[config.mk]
export PLATFORM = sky130hd
export DESIGN_NAME = colored_number_label_pixel_gen
export DESIGN_NICKNAME = d
export VERILOG_FILES = /design/src/sv/cnl_pkg.sv /design/src/sv/cnl_locate.sv /design/src/sv/cnl_font_mem.sv /design/src/sv/cnl_div.sv /design/src/sv/colored_number_label_pixel_gen.sv
export VERILOG_INCLUDE_DIRS = /design/src /design/src/sv
export SDC_FILE = /design/constraint.sdc
export NUM_CORES = 2
export LEC_CHECK = 0
export BUFFER_PORTS_ARGS = -buffer_cell sky130_fd_sc_hd__clkbuf_2
export CORE_AREA = 2 2 619 775
export CTS_BUF_LIST = sky130_fd_sc_hd__clkbuf_4 sky130_fd_sc_hd__clkbuf_8
export CTS_CLUSTER_DIAMETER = 120
export DETAILED_ROUTE_END_ITERATION = 10
export DIE_AREA = 0 0 621 777
export GPL_ROUTABILITY_DRIVEN = 0
export SLEW_MARGIN = 20
export SYNTH_ARGS = -nofsm -noshare
export SYNTH_HDL_FRONTEND = slang
export SYNTH_MEMORY_MAX_BITS = 65536
export SYNTH_SLANG_ARGS = --single-unit
[constraint.sdc]
create_clock -name clk -period 5.68 [get_ports clk]
set_input_delay 0.852 -clock clk [delete_from_list [all_inputs] [get_ports clk]]
set_output_delay 0.852 -clock clk [all_outputs]
set_load 0.005 [all_outputs]
[src/sv/assert_macros.svh]
// Assertion macros shared by the label pixel generator RTL.
// Included by the files that carry concurrent assertions; no other dependencies.
`ifndef ASSERT_MACROS_SVH
`define ASSERT_MACROS_SVH

// Implication in the same cycle, disabled while reset is high.
`define CNL_ASSERT_IMP(label, ck, rs, ante, cons) \
  label: assert property (@(posedge ck) disable iff (rs) (ante) |-> (cons)) \
    else $error("label pixel generator: assertion failed");

// Implication checked in the next cycle, disabled while reset is high.
`define CNL_ASSERT_NXT(label, ck, rs, ante, cons) \
  label: assert property (@(posedge ck) disable iff (rs) (ante) |=> (cons)) \
    else $error("label pixel generator: assertion failed");

`endif

[src/sv/cnl_pkg.sv]
// Package for the coloured number label pixel generator.
// Holds payload structs, inter-module structs, codes and fixed constants; no dependencies.
package cnl_pkg;

  // Field widths of the item and result.
  localparam int X_W         = 10;
  localparam int Y_W         = 9;
  localparam int GI_W        = 4;
  localparam int GR_W        = 5;
  localparam int FONT_W      = 12;
  localparam int FONT_IDX_W  = $clog2(FONT_W);
  localparam int CH_W        = 8;
  localparam int VAL_W       = 8;

  // Font and label geometry that does not vary.
  localparam int NUM_GLYPHS      = 11;
  localparam logic [GI_W-1:0] DELIM_GLYPH = 4'd10;
  localparam int CHARS_PER_LABEL = 5;
  localparam int LABELS_PER_ROW  = 16;
  localparam int VAL_MAX         = 255;
  localparam int HUNDRED         = 100;
  localparam int TEN             = 10;

  // Character positions inside a label; the outer two are delimiters.
  localparam logic [2:0] POS_HUNDREDS = 3'd1;
  localparam logic [2:0] POS_TENS     = 3'd2;
  localparam logic [2:0] POS_ONES     = 3'd3;

  // Internal widths sized for the full parameter range.
  localparam int FONT_ADDR_W = 10;
  localparam int COL_W       = 5;
  localparam int RECIP_SHIFT = 20;

  // Divider for the red/green blend.
  localparam int DIV_NUM_W = 16;
  localparam int DIV_DEN_W = 8;
  localparam int DIV_QUO_W = 8;

  // Output queue.
  localparam int OUT_FIFO_DEPTH = 32;
  localparam int PTR_W          = $clog2(OUT_FIFO_DEPTH);
  localparam int CREDIT_W       = PTR_W + 1;

  // Configuration port.
  localparam int CFG_INDEX_W = 2;
  localparam int CFG_DATA_W  = 9;
  localparam logic [CFG_INDEX_W-1:0] CFG_IGNORE = 2'd0;
  localparam logic [CFG_INDEX_W-1:0] CFG_LOW    = 2'd1;
  localparam logic [CFG_INDEX_W-1:0] CFG_HIGH   = 2'd2;
  localparam logic [8:0] IGNORE_RESET = 9'd2;
  localparam logic [7:0] LOW_RESET    = 8'd50;
  localparam logic [7:0] HIGH_RESET   = 8'd120;

  // Item modes.
  localparam logic MODE_LOAD   = 1'b0;
  localparam logic MODE_RENDER = 1'b1;

  typedef enum logic [1:0] {
    CLS_GREEN,
    CLS_RED,
    CLS_BLEND
  } cls_t;

  typedef struct packed {
    logic              mode;
    logic [GI_W-1:0]   glyph_index;
    logic [GR_W-1:0]   glyph_row;
    logic [FONT_W-1:0] row_bits;
    logic [X_W-1:0]    atlas_x;
    logic [Y_W-1:0]    atlas_y;
  } req_t;

  typedef struct packed {
    logic [CH_W-1:0] red;
    logic [CH_W-1:0] green;
    logic [CH_W-1:0] blue;
    logic [CH_W-1:0] alpha;
  } pix_t;

  typedef struct packed {
    logic                   wr;
    logic                   rd;
    logic [FONT_ADDR_W-1:0] addr;
    logic [FONT_W-1:0]      data;
  } font_req_t;

  typedef struct packed {
    logic             render;
    logic             in_range;
    logic [VAL_W-1:0] value;
    logic [COL_W-1:0] col;
  } loc_info_t;

  typedef struct packed {
    logic visible;
    cls_t cls;
  } div_tag_t;

endpackage

[src/sv/cnl_locate.sv]
// Address pipeline: atlas position to label value, glyph row address and glyph column.
// Also carries load items to the font store port in order. Uses cnl_pkg.
module cnl_locate #(
  parameter int GLYPH_WIDTH  = 12,
  parameter int GLYPH_HEIGHT = 24
) (
  input  logic                clk,
  input  logic                rst,
  input  logic                item_valid,
  input  cnl_pkg::req_t       item,
  output cnl_pkg::font_req_t  font_req,
  output cnl_pkg::loc_info_t  info
);
  import cnl_pkg::*;

  localparam int SPAN = CHARS_PER_LABEL * GLYPH_WIDTH;
  localparam int XIW  = $clog2(SPAN);
  localparam int CW   = $clog2(GLYPH_WIDTH);
  localparam int RW   = $clog2(GLYPH_HEIGHT);
  localparam int MX   = (1 << RECIP_SHIFT) / SPAN;
  localparam int MY   = (1 << RECIP_SHIFT) / GLYPH_HEIGHT;
  localparam int PXW  = X_W + RECIP_SHIFT;
  localparam int PYW  = Y_W + RECIP_SHIFT;
  localparam int VFW  = Y_W + 5;
  localparam logic [X_W-1:0]         SPAN_X = X_W'(SPAN);
  localparam logic [Y_W-1:0]         GH_Y   = Y_W'(GLYPH_HEIGHT);
  localparam logic [FONT_ADDR_W-1:0] GH_A   = FONT_ADDR_W'(GLYPH_HEIGHT);

  // Stage A: reciprocal estimates of the label column and row.
  logic           a_valid;
  req_t           a_item;
  logic [X_W-1:0] a_qx;
  logic [Y_W-1:0] a_qy;
  logic [PXW-1:0] px;
  logic [PYW-1:0] py;

  // Stage B: remainders and the load address.
  logic                   b_valid;
  logic                   b_mode;
  logic [X_W-1:0]         b_qx;
  logic [X_W-1:0]         b_rx;
  logic [Y_W-1:0]         b_qy;
  logic [Y_W-1:0]         b_ry;
  logic [FONT_ADDR_W-1:0] b_waddr;
  logic                   b_wok;
  logic [FONT_W-1:0]      b_bits;

  // Stage C: corrected quotients, label value.
  logic                   c_valid;
  logic                   c_mode;
  logic [VAL_W-1:0]       c_v;
  logic                   c_inr;
  logic [XIW-1:0]         c_xi;
  logic [RW-1:0]          c_row;
  logic [FONT_ADDR_W-1:0] c_waddr;
  logic                   c_wok;
  logic [FONT_W-1:0]      c_bits;
  logic [X_W-1:0]         lc;
  logic [XIW-1:0]         xi;
  logic [Y_W-1:0]         lr;
  logic [RW-1:0]          row;
  logic [VFW-1:0]         vfull;

  // Stage D: character position, column, hundreds digit.
  logic                   d_valid;
  logic                   d_mode;
  logic [VAL_W-1:0]       d_v;
  logic                   d_inr;
  logic [2:0]             d_pos;
  logic [CW-1:0]          d_col;
  logic [RW-1:0]          d_row;
  logic [1:0]             d_hund;
  logic [6:0]             d_rem;
  logic [FONT_ADDR_W-1:0] d_waddr;
  logic                   d_wok;
  logic [FONT_W-1:0]      d_bits;
  logic [2:0]             pos;
  logic [CW-1:0]          col;
  logic [1:0]             hund;
  logic [6:0]             rem100;

  // Stage E: glyph selected, ready for the font store.
  logic                   e_valid;
  logic                   e_mode;
  logic [VAL_W-1:0]       e_v;
  logic                   e_inr;
  logic [CW-1:0]          e_col;
  logic [RW-1:0]          e_row;
  logic [GI_W-1:0]        e_gl;
  logic [FONT_ADDR_W-1:0] e_waddr;
  logic                   e_wok;
  logic [FONT_W-1:0]      e_bits;
  logic [GI_W-1:0]        tens;
  logic [GI_W-1:0]        ones;
  logic [GI_W-1:0]        gl;

  // The floor reciprocal is at most one short, which stage C repairs.
  assign px = PXW'(item.atlas_x) * PXW'(MX);
  assign py = PYW'(item.atlas_y) * PYW'(MY);

  always_ff @(posedge clk) begin
    if (rst) begin
      a_valid <= 1'b0;
      b_valid <= 1'b0;
      c_valid <= 1'b0;
      d_valid <= 1'b0;
      e_valid <= 1'b0;
    end else begin
      a_valid <= item_valid;
      b_valid <= a_valid;
      c_valid <= b_valid;
      d_valid <= c_valid;
      e_valid <= d_valid;
    end
  end

  always_ff @(posedge clk) begin
    a_item <= item;
    a_qx   <= px[PXW-1:RECIP_SHIFT];
    a_qy   <= py[PYW-1:RECIP_SHIFT];

    b_mode  <= a_item.mode;
    b_qx    <= a_qx;
    b_rx    <= a_item.atlas_x - a_qx * SPAN_X;
    b_qy    <= a_qy;
    b_ry    <= a_item.atlas_y - a_qy * GH_Y;
    b_waddr <= FONT_ADDR_W'(a_item.glyph_index) * GH_A + FONT_ADDR_W'(a_item.glyph_row);
    b_wok   <= (a_item.glyph_index < GI_W'(NUM_GLYPHS)) &&
               (int'(a_item.glyph_row) < GLYPH_HEIGHT);
    b_bits  <= a_item.row_bits;
  end

  always_comb begin
    if (b_rx >= SPAN_X) begin
      lc = b_qx + 1'b1;
      xi = XIW'(b_rx - SPAN_X);
    end else begin
      lc = b_qx;
      xi = XIW'(b_rx);
    end
    if (b_ry >= GH_Y) begin
      lr  = b_qy + 1'b1;
      row = RW'(b_ry - GH_Y);
    end else begin
      lr  = b_qy;
      row = RW'(b_ry);
    end
    vfull = VFW'(lr) * VFW'(LABELS_PER_ROW) + VFW'(lc);
  end

  always_ff @(posedge clk) begin
    c_mode  <= b_mode;
    c_v     <= vfull[VAL_W-1:0];
    c_inr   <= (lc < X_W'(LABELS_PER_ROW)) && (vfull <= VFW'(VAL_MAX));
    c_xi    <= xi;
    c_row   <= row;
    c_waddr <= b_waddr;
    c_wok   <= b_wok;
    c_bits  <= b_bits;
  end

  always_comb begin
    pos = 3'd0;
    col = CW'(c_xi);
    for (int k = 1; k < CHARS_PER_LABEL; k++) begin
      if (c_xi >= XIW'(k * GLYPH_WIDTH)) begin
        pos = 3'(k);
        col = CW'(c_xi - XIW'(k * GLYPH_WIDTH));
      end
    end
    if (c_v >= VAL_W'(2 * HUNDRED)) begin
      hund   = 2'd2;
      rem100 = 7'(c_v - VAL_W'(2 * HUNDRED));
    end else if (c_v >= VAL_W'(HUNDRED)) begin
      hund   = 2'd1;
      rem100 = 7'(c_v - VAL_W'(HUNDRED));
    end else begin
      hund   = 2'd0;
      rem100 = 7'(c_v);
    end
  end

  always_ff @(posedge clk) begin
    d_mode  <= c_mode;
    d_v     <= c_v;
    d_inr   <= c_inr;
    d_pos   <= pos;
    d_col   <= col;
    d_row   <= c_row;
    d_hund  <= hund;
    d_rem   <= rem100;
    d_waddr <= c_waddr;
    d_wok   <= c_wok;
    d_bits  <= c_bits;
  end

  always_comb begin
    tens = '0;
    ones = GI_W'(d_rem);
    for (int k = 1; k < TEN; k++) begin
      if (d_rem >= 7'(k * TEN)) begin
        tens = GI_W'(k);
        ones = GI_W'(d_rem - 7'(k * TEN));
      end
    end
    case (d_pos)
      POS_HUNDREDS: gl = GI_W'(d_hund);
      POS_TENS:     gl = tens;
      POS_ONES:     gl = ones;
      default:      gl = DELIM_GLYPH;
    endcase
  end

  always_ff @(posedge clk) begin
    e_mode  <= d_mode;
    e_v     <= d_v;
    e_inr   <= d_inr;
    e_col   <= d_col;
    e_row   <= d_row;
    e_gl    <= gl;
    e_waddr <= d_waddr;
    e_wok   <= d_wok;
    e_bits  <= d_bits;
  end

  // Loads and renders reach the store from the same stage, so they keep item order.
  always_comb begin
    font_req.wr   = e_valid && (e_mode == MODE_LOAD) && e_wok;
    font_req.rd   = e_valid && (e_mode == MODE_RENDER);
    font_req.addr = font_req.wr ? e_waddr
                                : FONT_ADDR_W'(e_gl) * GH_A + FONT_ADDR_W'(e_row);
    font_req.data = e_bits;
    info.render   = font_req.rd;
    info.in_range = e_inr;
    info.value    = e_v;
    info.col      = COL_W'(e_col);
  end

endmodule

[src/sv/cnl_font_mem.sv]
// Font store: one synchronous memory of 12-bit glyph rows, one access per cycle.
// Read data is registered. Uses cnl_pkg.
module cnl_font_mem #(
  parameter int GLYPH_HEIGHT = 24
) (
  input  logic                        clk,
  input  cnl_pkg::font_req_t          req,
  output logic [cnl_pkg::FONT_W-1:0]  rdata
);
  import cnl_pkg::*;

  localparam int DEPTH = NUM_GLYPHS * GLYPH_HEIGHT;
  localparam int AW    = $clog2(DEPTH);

  logic [FONT_W-1:0] mem [DEPTH];

  always_ff @(posedge clk) begin
    if (req.wr) begin
      mem[req.addr[AW-1:0]] <= req.data;
    end
    if (req.rd) begin
      rdata <= mem[req.addr[AW-1:0]];
    end
  end

endmodule

[src/sv/cnl_div.sv]
// Pipelined restoring divider for the colour blend, one quotient bit per stage.
// The numerator must be below the divisor times 256. Uses cnl_pkg.
module cnl_div (
  input  logic                           clk,
  input  logic                           rst,
  input  logic                           op_valid,
  input  logic [cnl_pkg::DIV_NUM_W-1:0]  num,
  input  logic [cnl_pkg::DIV_DEN_W-1:0]  den,
  input  cnl_pkg::div_tag_t              op_tag,
  output logic                           res_valid,
  output logic [cnl_pkg::DIV_QUO_W-1:0]  quo,
  output cnl_pkg::div_tag_t              res_tag
);
  import cnl_pkg::*;

  localparam int QW = DIV_QUO_W;

  logic [QW-1:0]        vld;
  logic [DIV_NUM_W-1:0] rem_r   [QW];
  logic [DIV_DEN_W-1:0] den_r   [QW];
  logic [QW-1:0]        quo_r   [QW];
  div_tag_t             tag_r   [QW];
  logic [DIV_NUM_W-1:0] rem_src [QW];
  logic [DIV_DEN_W-1:0] den_src [QW];
  logic [QW-1:0]        quo_src [QW];
  div_tag_t             tag_src [QW];
  logic [DIV_NUM_W-1:0] sub     [QW];

  always_comb begin
    rem_src[0] = num;
    den_src[0] = den;
    quo_src[0] = '0;
    tag_src[0] = op_tag;
    for (int s = 1; s < QW; s++) begin
      rem_src[s] = rem_r[s-1];
      den_src[s] = den_r[s-1];
      quo_src[s] = quo_r[s-1];
      tag_src[s] = tag_r[s-1];
    end
    for (int s = 0; s < QW; s++) begin
      sub[s] = DIV_NUM_W'(den_src[s]) << (QW - 1 - s);
    end
  end

  always_ff @(posedge clk) begin
    for (int s = 0; s < QW; s++) begin
      den_r[s] <= den_src[s];
      tag_r[s] <= tag_src[s];
      if (rem_src[s] >= sub[s]) begin
        rem_r[s] <= rem_src[s] - sub[s];
        quo_r[s] <= quo_src[s] | (QW'(1) << (QW - 1 - s));
      end else begin
        rem_r[s] <= rem_src[s];
        quo_r[s] <= quo_src[s];
      end
    end
  end

  always_ff @(posedge clk) begin
    if (rst) begin
      vld <= '0;
    end else begin
      vld <= {vld[QW-2:0], op_valid};
    end
  end

  assign res_valid = vld[QW-1];
  assign quo       = quo_r[QW-1];
  assign res_tag   = tag_r[QW-1];

endmodule

[src/sv/colored_number_label_pixel_gen.sv]
// Coloured number label pixel generator, top level: uses cnl_pkg and the three submodules.
// Path: a render item passes locate stages A to E, the registered font row and the divider
// to reach the output queue; a load item gives no result and writes the store from stage E.
// Throughput: one item per cycle, set by the pipelined address path, font memory and divider;
// a 32-entry output queue with a credit count stalls input only when 32 renders are pending.
// Reset (synchronous) clears valid bits, queue and credits and restores thresholds; not the font.
`include "assert_macros.svh"

module colored_number_label_pixel_gen #(
  parameter int GLYPH_WIDTH  = 12,
  parameter int GLYPH_HEIGHT = 24
) (
  input  logic                              clk,
  input  logic                              rst,
  input  logic                              cfg_we,
  input  logic [cnl_pkg::CFG_INDEX_W-1:0]   cfg_index,
  input  logic [cnl_pkg::CFG_DATA_W-1:0]    cfg_data,
  input  logic                              req_valid,
  output logic                              req_stall,
  input  cnl_pkg::req_t                     req,
  output logic                              pix_valid,
  input  logic                              pix_stall,
  output cnl_pkg::pix_t                     pix
);
  import cnl_pkg::*;

  localparam logic [CH_W-1:0] CH_FULL = CH_W'(VAL_MAX);

  logic [8:0] ign_thr;
  logic [7:0] low_thr;
  logic [7:0] high_thr;

  logic              req_acc;
  logic              pix_acc;
  logic              render_acc;
  font_req_t         font_req;
  loc_info_t         info;
  logic [FONT_W-1:0] font_row;

  logic                 f_valid;
  loc_info_t            f_info;
  logic                 lit;
  logic [VAL_W-1:0]     diff;
  div_tag_t             tag;
  logic [DIV_NUM_W-1:0] num;
  logic [DIV_DEN_W-1:0] den;

  logic                 d_valid;
  logic [DIV_QUO_W-1:0] d_quo;
  div_tag_t             d_tag;
  pix_t                 pix_new;

  pix_t                fifo_mem [OUT_FIFO_DEPTH];
  logic [PTR_W-1:0]    wr_ptr;
  logic [PTR_W-1:0]    rd_ptr;
  logic [CREDIT_W-1:0] occ;
  logic [CREDIT_W-1:0] occ_next;
  logic [CREDIT_W-1:0] credit;
  logic [CREDIT_W-1:0] credit_next;

  // Configuration registers.
  always_ff @(posedge clk) begin
    if (rst) begin
      ign_thr  <= IGNORE_RESET;
      low_thr  <= LOW_RESET;
      high_thr <= HIGH_RESET;
    end else if (cfg_we) begin
      case (cfg_index)
        CFG_IGNORE: ign_thr  <= cfg_data;
        CFG_LOW:    low_thr  <= cfg_data[7:0];
        CFG_HIGH:   high_thr <= cfg_data[7:0];
        default:    ;
      endcase
    end
  end

  // Each render item holds a credit from acceptance until its pixel leaves the queue,
  // so the queue can never overflow.
  assign req_stall  = (credit == CREDIT_W'(OUT_FIFO_DEPTH));
  assign req_acc    = req_valid && !req_stall;
  assign render_acc = req_acc && (req.mode == MODE_RENDER);
  assign pix_valid  = (occ != '0);
  assign pix_acc    = pix_valid && !pix_stall;

  cnl_locate #(
    .GLYPH_WIDTH  (GLYPH_WIDTH),
    .GLYPH_HEIGHT (GLYPH_HEIGHT)
  ) u_locate (
    .clk        (clk),
    .rst        (rst),
    .item_valid (req_acc),
    .item       (req),
    .font_req   (font_req),
    .info       (info)
  );

  cnl_font_mem #(
    .GLYPH_HEIGHT (GLYPH_HEIGHT)
  ) u_font_mem (
    .clk   (clk),
    .req   (font_req),
    .rdata (font_row)
  );

  // Side information lined up with the registered font row.
  always_ff @(posedge clk) begin
    if (rst) begin
      f_valid <= 1'b0;
    end else begin
      f_valid <= info.render;
    end
  end

  always_ff @(posedge clk) begin
    f_info <= info;
  end

  always_comb begin
    lit = (f_info.col < COL_W'(FONT_W)) && font_row[f_info.col[FONT_IDX_W-1:0]];
    tag.visible = f_info.in_range && lit && ({1'b0, f_info.value} >= ign_thr);
    if (f_info.value <= low_thr) begin
      tag.cls = CLS_GREEN;
    end else if (f_info.value >= high_thr) begin
      tag.cls = CLS_RED;
    end else begin
      tag.cls = CLS_BLEND;
    end
    // 255 * (v - low), as a shift and a subtract.
    diff = f_info.value - low_thr;
    num  = {diff, 8'd0} - DIV_NUM_W'(diff);
    den  = high_thr - low_thr;
  end

  cnl_div u_div (
    .clk       (clk),
    .rst       (rst),
    .op_valid  (f_valid),
    .num       (num),
    .den       (den),
    .op_tag    (tag),
    .res_valid (d_valid),
    .quo       (d_quo),
    .res_tag   (d_tag)
  );

  always_comb begin
    pix_new = '0;
    if (d_tag.visible) begin
      pix_new.alpha = CH_FULL;
      case (d_tag.cls)
        CLS_GREEN: begin
          pix_new.red   = '0;
          pix_new.green = CH_FULL;
        end
        CLS_RED: begin
          pix_new.red   = CH_FULL;
          pix_new.green = '0;
        end
        CLS_BLEND: begin
          pix_new.red   = d_quo;
          pix_new.green = CH_FULL - d_quo;
        end
        default: begin
          pix_new = '0;
        end
      endcase
    end
  end

  // Output queue.
  always_ff @(posedge clk) begin
    if (d_valid) begin
      fifo_mem[wr_ptr] <= pix_new;
    end
  end

  always_comb begin
    case ({d_valid, pix_acc})
      2'b10:   occ_next = occ + 1'b1;
      2'b01:   occ_next = occ - 1'b1;
      default: occ_next = occ;
    endcase
    case ({render_acc, pix_acc})
      2'b10:   credit_next = credit + 1'b1;
      2'b01:   credit_next = credit - 1'b1;
      default: credit_next = credit;
    endcase
  end

  always_ff @(posedge clk) begin
    if (rst) begin
      wr_ptr <= '0;
      rd_ptr <= '0;
      occ    <= '0;
      credit <= '0;
    end else begin
      if (d_valid) begin
        wr_ptr <= wr_ptr + 1'b1;
      end
      if (pix_acc) begin
        rd_ptr <= rd_ptr + 1'b1;
      end
      occ    <= occ_next;
      credit <= credit_next;
    end
  end

  assign pix = fifo_mem[rd_ptr];

  `CNL_ASSERT_IMP(a_credit_cap, clk, rst, 1'b1, credit <= CREDIT_W'(OUT_FIFO_DEPTH))
  `CNL_ASSERT_IMP(a_queue_within_credit, clk, rst, 1'b1, occ <= credit)
  `CNL_ASSERT_IMP(a_no_push_on_full, clk, rst, d_valid, occ != CREDIT_W'(OUT_FIFO_DEPTH) || pix_acc)
  `CNL_ASSERT_NXT(a_render_takes_credit, clk, rst, render_acc && !pix_acc, credit == $past(credit) + 1'b1)
  `CNL_ASSERT_IMP(a_dark_is_blank, clk, rst, pix_valid && pix.alpha == '0, pix.red == '0 && pix.green == '0)

endmodule
Word level (Yosys, flattened, before mapping) --
Memories as Yosys holds them, arrays and structs flattened. A register that Yosys moved wholly into a read port is not among the register bits. Cells that the tools add are included.
Storage, ports and cells: flip-flop bits (word level) 318, memory bits (writable) 4472, bits of input ports 57, output and inout bits 34, word-level logic and storage cells 289, memories 6
Operators by class: $add $sub $neg 42, $mul 6, $lt $le $gt $ge 34, equal/unequal tests 12, multiplexer cells 89, bitwise gates (word level) 17, reductions and logical operators 22
Memory list:
- u_font_mem.mem | words 264, width 12, read ports 1, clocked after memory_dff 1, wr ports 1, line cnl_font_mem.sv:15 | logic [FONT_W-1:0] mem [DEPTH];
- fifo_mem | words 32, width 32, read ports 1, clocked after memory_dff 1, wr ports 1, line colored_number_label_pixel_gen.sv:53 | pix_t fifo_mem [OUT_FIFO_DEPTH];
- u_div.rem_r | words 8, width 16, read ports 7, clocked after memory_dff 0, wr ports 8, line cnl_div.sv:19 | logic [DIV_NUM_W-1:0] rem_r [QW];
- u_div.den_r | words 8, width 8, read ports 7, clocked after memory_dff 0, wr ports 8, line cnl_div.sv:20 | logic [DIV_DEN_W-1:0] den_r [QW];
- u_div.quo_r | words 8, width 8, read ports 8, clocked after memory_dff 0, wr ports 8, line cnl_div.sv:21 | logic [QW-1:0] quo_r [QW];
- u_div.tag_r | words 8, width 3, read ports 8, clocked after memory_dff 0, wr ports 8, line cnl_div.sv:22 | div_tag_t tag_r [QW];
Operators with widths (count):
- $mux 16 | 8
- $mux 8 | 9
- $mux 4 | 15
- $pmux 16 s3 | 1
- $mux 1 | 32
- $mux 32 | 1
- $sub 16x8->16 | 2
- $sub 4x4->4 const B | 7
- $mul 9x15->24 const B | 1
- $pmux 6 s2 | 2
- $mul 10x13->23 const B | 1
- $ge 7x6->1 const B | 3
- $ge 7x7->1 const B | 3
- $add 9x5->9 | 2
- $mux 9 | 2
- $ge 16x10->1 | 1
- $ge 16x11->1 | 1
- $ge 16x12->1 | 1
- $ge 16x13->1 | 1
- $ge 16x14->1 | 1
- $ge 16x15->1 | 1
- $ge 16x8->1 | 1
- $ge 16x9->1 | 1
- $or 1x1->1 | 16
- other kinds (63) | 109

Logic depth before layout (Yosys ltp) --
depth in word-level cells 11, depth in mapped cells 22, mapped depth without buffers 22

Modules after synthesis --
Synthesis repeated with hierarchy kept, for this count alone.
Second synthesis, totals: cell total of the unflattened synthesis 8817, area, all modules 166920.1 µm²
By module, submodules not included:
- cnl_font_mem | instances 1, cells each 5682, area each 122696.4 µm², seq. area each 95491.6 µm²
- colored_number_label_pixel_gen | instances 1, cells each 1334, area each 25076.6 µm², seq. area each 17677.0 µm²
- cnl_locate | instances 1, cells each 910, area each 10119.7 µm², seq. area each 5024.8 µm²
- cnl_div | instances 1, cells each 891, area each 9027.4 µm², seq. area each 4724.5 µm²

Worst setup path after synthesis --
Ideal clock, no wire load.
path type register -> register, start point reg low_thr[1], end point mem u_div.rem_r[0][10], library setup time 0.121 ns, arrival 4.599 ns, required time 5.559 ns, slack 0.961 ns, cell stages (with the launch flop) 22, path buffers 0, clock period less this slack 4.719 ns, path through dfxtp_1 -> inv_1 -> ha_1 -> nor2b_1 -> o21ai_0 -> a21boi_1 -> o31ai_1 -> a21oi_1 -> xor2_1 -> nor3_1 -> xnor2_1 -> inv_1 -> ha_1 -> nor2b_1 -> o21ai_0 -> a21boi_0 -> o21ai_0 -> a21boi_0 -> o31a_1 -> a211oi_1 -> nand2_1 -> mux2_2
RTL lines:
- start: declaration | line colored_number_label_pixel_gen.sv:30 | logic [7:0] low_thr;
- start signal: assignment | line colored_number_label_pixel_gen.sv:70 | CFG_LOW: low_thr <= cfg_data[7:0];
- end: declaration | line cnl_div.sv:19

==> out/metrics.yaml <==
slowest_stage: "fa_1"
yosysSeqAreaShare: 0.7411
port_buffers: 82
insertion_delay_ps: 1300
finalSetupTns_ps: 0
fin_cells: 17390
die_w_um: 621
finalSetupViolations: 0
cts_tree: "built"
overflow: 0
h-tree-depth: 6
antenna_found_initial: 17
synth.avg_cell_area_um2: 17.20
area.growth.synth_to_final_pct: 15.57
wl_per_cell_um: 27.05
netlist_area_um2: 165700
cts_buffers: 660
synthCells: 9634
path_max_fanout: 6
p_leak_uw: 0.06637
synthFlopType: "edfxtp_1"
critPathKind: "reg -> reg"
max_freq_mhz: 185.6
status: "complete, no violations"
dieArea_um2: 482500
start_util: 0.3493
track_usage: 0.1895
nets: 10950
post_route_cells_drive_above_1_share: 0.2147
ys_warn_count: 0
grt_max_degree: 193
path_delay_family: "compound AO/OA/AOI/OAI gates"
ys_types: 87
cts.clk_slew.worst_paths_ps: 60
vdd_drop_max_mv: 0.5809
fin_crit_sh: 0.9484
start_kind: "register"
placementRows: 283
placed_cells: 16160
drt_wl_total_mm: 470.5
fin_worst_skew_ps: 88.09
async_reset_ff_frac: 0
firstDrtPassIters: 6
drtIter0Drc: 9525
wl_met3_mm: 34.03
routed.top_layer: "met5"
grt_pass1_wl_mm: 670.3
cts-root-buf: "clkbuf_8"
drt-met1-wl_mm: 172.5
drc_errors: 0
synth-edff-count: 3724
min_period_ps: 5387
critPathMaxStageDelay_ps: 380
cap_violations: 0
dp_hpwl_mm: 291.0
cts_buffer_depth: 4
chipHeight_um: 777
holdCritPathClass: "in -> reg"
io_pins: 91
core-area_um2: 474500
clock_sinks: 4273
critPathBufInv: 6
rsz0062_at_grt: "no"
via_count: 92900
tightestPinTransition_ps: 1160
required_ps: 6790
cp-end-kind: "register"
power.density_nw_per_um2: 433.5
slew_viol_final: 0
arrival_ps: 6490
finalHoldViolations: 0
via_per_inst: 5.341
grt_pass1_vias: 94390
wl_met2_mm: 237.9
ys_seq_elements: 4273
postRouteAntennaNets: 0
relSlewSlack: 0.2187
## placed cells by master, fill, tap and decap left out, types with 30 or more instances in the layout
cell type      count
fa_1              46
dfxtp_1          533
o21ai_0          156
clkbuf_4         191
a21o_1            57
buf_4            584
clkbuf_8         696
xnor2_1           82
nor2_1           483
clkbuf_2          82
buf_12            66
ha_1             242
edfxtp_1        3724
mux2i_1          800
nor4_1            96
clkinv_1         128
dlygate4sd3_1     56
nor2b_1           37
clkinv_2          78
nor3_1            30
inv_1            227
a22oi_1          104
nand2b_1          32
mux2_2            36
nand2_1          596
mux4_2           462
nand3_1          109
a31oi_1           30
o22ai_1          409
a21oi_1          322
xor2_1            57
nand4_1           61
## metal layers
layer / vias to the layer above / track usage
met1: 47790 / 0.2231
met4: 8 / 0.09458
met2: 4330 / 0.3339
met3: 1042 / 0.03256
li1: 39730 / -
met5: - / 0
## registers in the layout, indices dropped and copies added (netlist names), 9 cells and up, named ones only
name,flops
u_locate.c_waddr,9
u_locate.b_waddr,9
u_font_mem.mem,3168
u_div.rem_r,112
u_locate.b_ry,9
u_locate.b_rx,10
u_locate.e_bits,12
u_div.quo_r,36
fifo_mem,544
u_locate.b_bits,12
u_locate.d_bits,12
u_locate.d_waddr,9
ign_thr,9
f_info,13
u_locate.e_waddr,9
u_div.tag_r,24
u_locate.a_item,41
u_font_mem.rdata,12
u_locate.c_bits,12
u_div.den_r,56
## worst register-to-register path: cells and delay by family (launching register included)
family	cells	cell delay, ps
AOI/OAI and AO/OA	10	2230
xor gates and xnor gates	2	310
adders and majority gates	3	870
buffers and inverters	6	790
DFF	1	310
muxes	1	270
and+or+nand+nor	3	530
## synthesized netlist by cell type, types with 156 or more instances
| cell | number | area [um2] |
|---|---|---|
| edfxtp_1 | 3724 | 111800 |
| mux2i_1 | 806 | 8068 |
| nand2_1 | 607 | 2278 |
| dfxtp_1 | 549 | 10990 |
| nor2_1 | 502 | 1884 |
| mux4_2 | 462 | 10400 |
| o22ai_1 | 412 | 2577 |
| a21oi_1 | 331 | 1657 |
| ha_1 | 242 | 3028 |
| inv_1 | 227 | 852.1 |
| clkbuf_1 | 187 | 701.9 |
| o21ai_0 | 156 | 780.8 |
## worst paths after layout
check / start / to / slack (ps) / cells after the start
max: f_info[5] / u_div.rem_r[0][14] / 290 / 25
min: pix_stall / register / 180 / 5
max reg2reg: f_info[5] / u_div.rem_r[0][14] / 290 / 25
min reg2reg: u_locate.d_waddr[4] / u_locate.e_waddr[4] / 300 / 0
## final cells by class
cell class	instances	area, um2
diodes	12	30.03
flip-flops and latches	4273	122900
inverters	227	852.1
clock buffers	887	11010
well taps	6270	7845
repair buffers	793	6785
clock inverters	280	2147
fillers	42590	283000
multi-input cells	4652	39980
## metrics by stage
step                instance area, um2  setup WS, ps  hold slack [ps]  power (uW)    util
global route                    191500         17.08            129.1       85640  0.4036
detailed placement              177600         318.7            311.8       57190  0.3743
finish                          191500         293.3            181.2       83030  0.4037
global placement                177500         24.21            311.8       56840  0.3742
floorplan                       165700         960.6            309.6       46770       -
CTS                             191300         275.9            42.18       83050  0.4033
## power by group
| group | switching (uW) | internal [uW] |
|---|---|---|
| Combinational | 14300 | 6380 |
| Clock | 12300 | 13600 |
| Sequential | 878 | 35600 |
## cell families after synthesis
kind of cell | synth area share
flops | 0.7411
simple gates | 0.04371
mux | 0.1141
compound gates | 0.04868
buf+inv | 0.02091
fa+ha+maj | 0.02383
xor+xnor | 0.007648
other cells | 0.00002263
## timing repair
| action | in CTS | in global routing |
|---|---|---|
| endpoints found under the setup margin | 0 | 9 |
| hold buffers | 56 | 0 |
| endpoints found under the hold margin | 82 | 0 |
| buffers inserted | 0 | 0 |
| gates resized for setup | 0 | 4 |
Power figures use the tool's default switching activity.
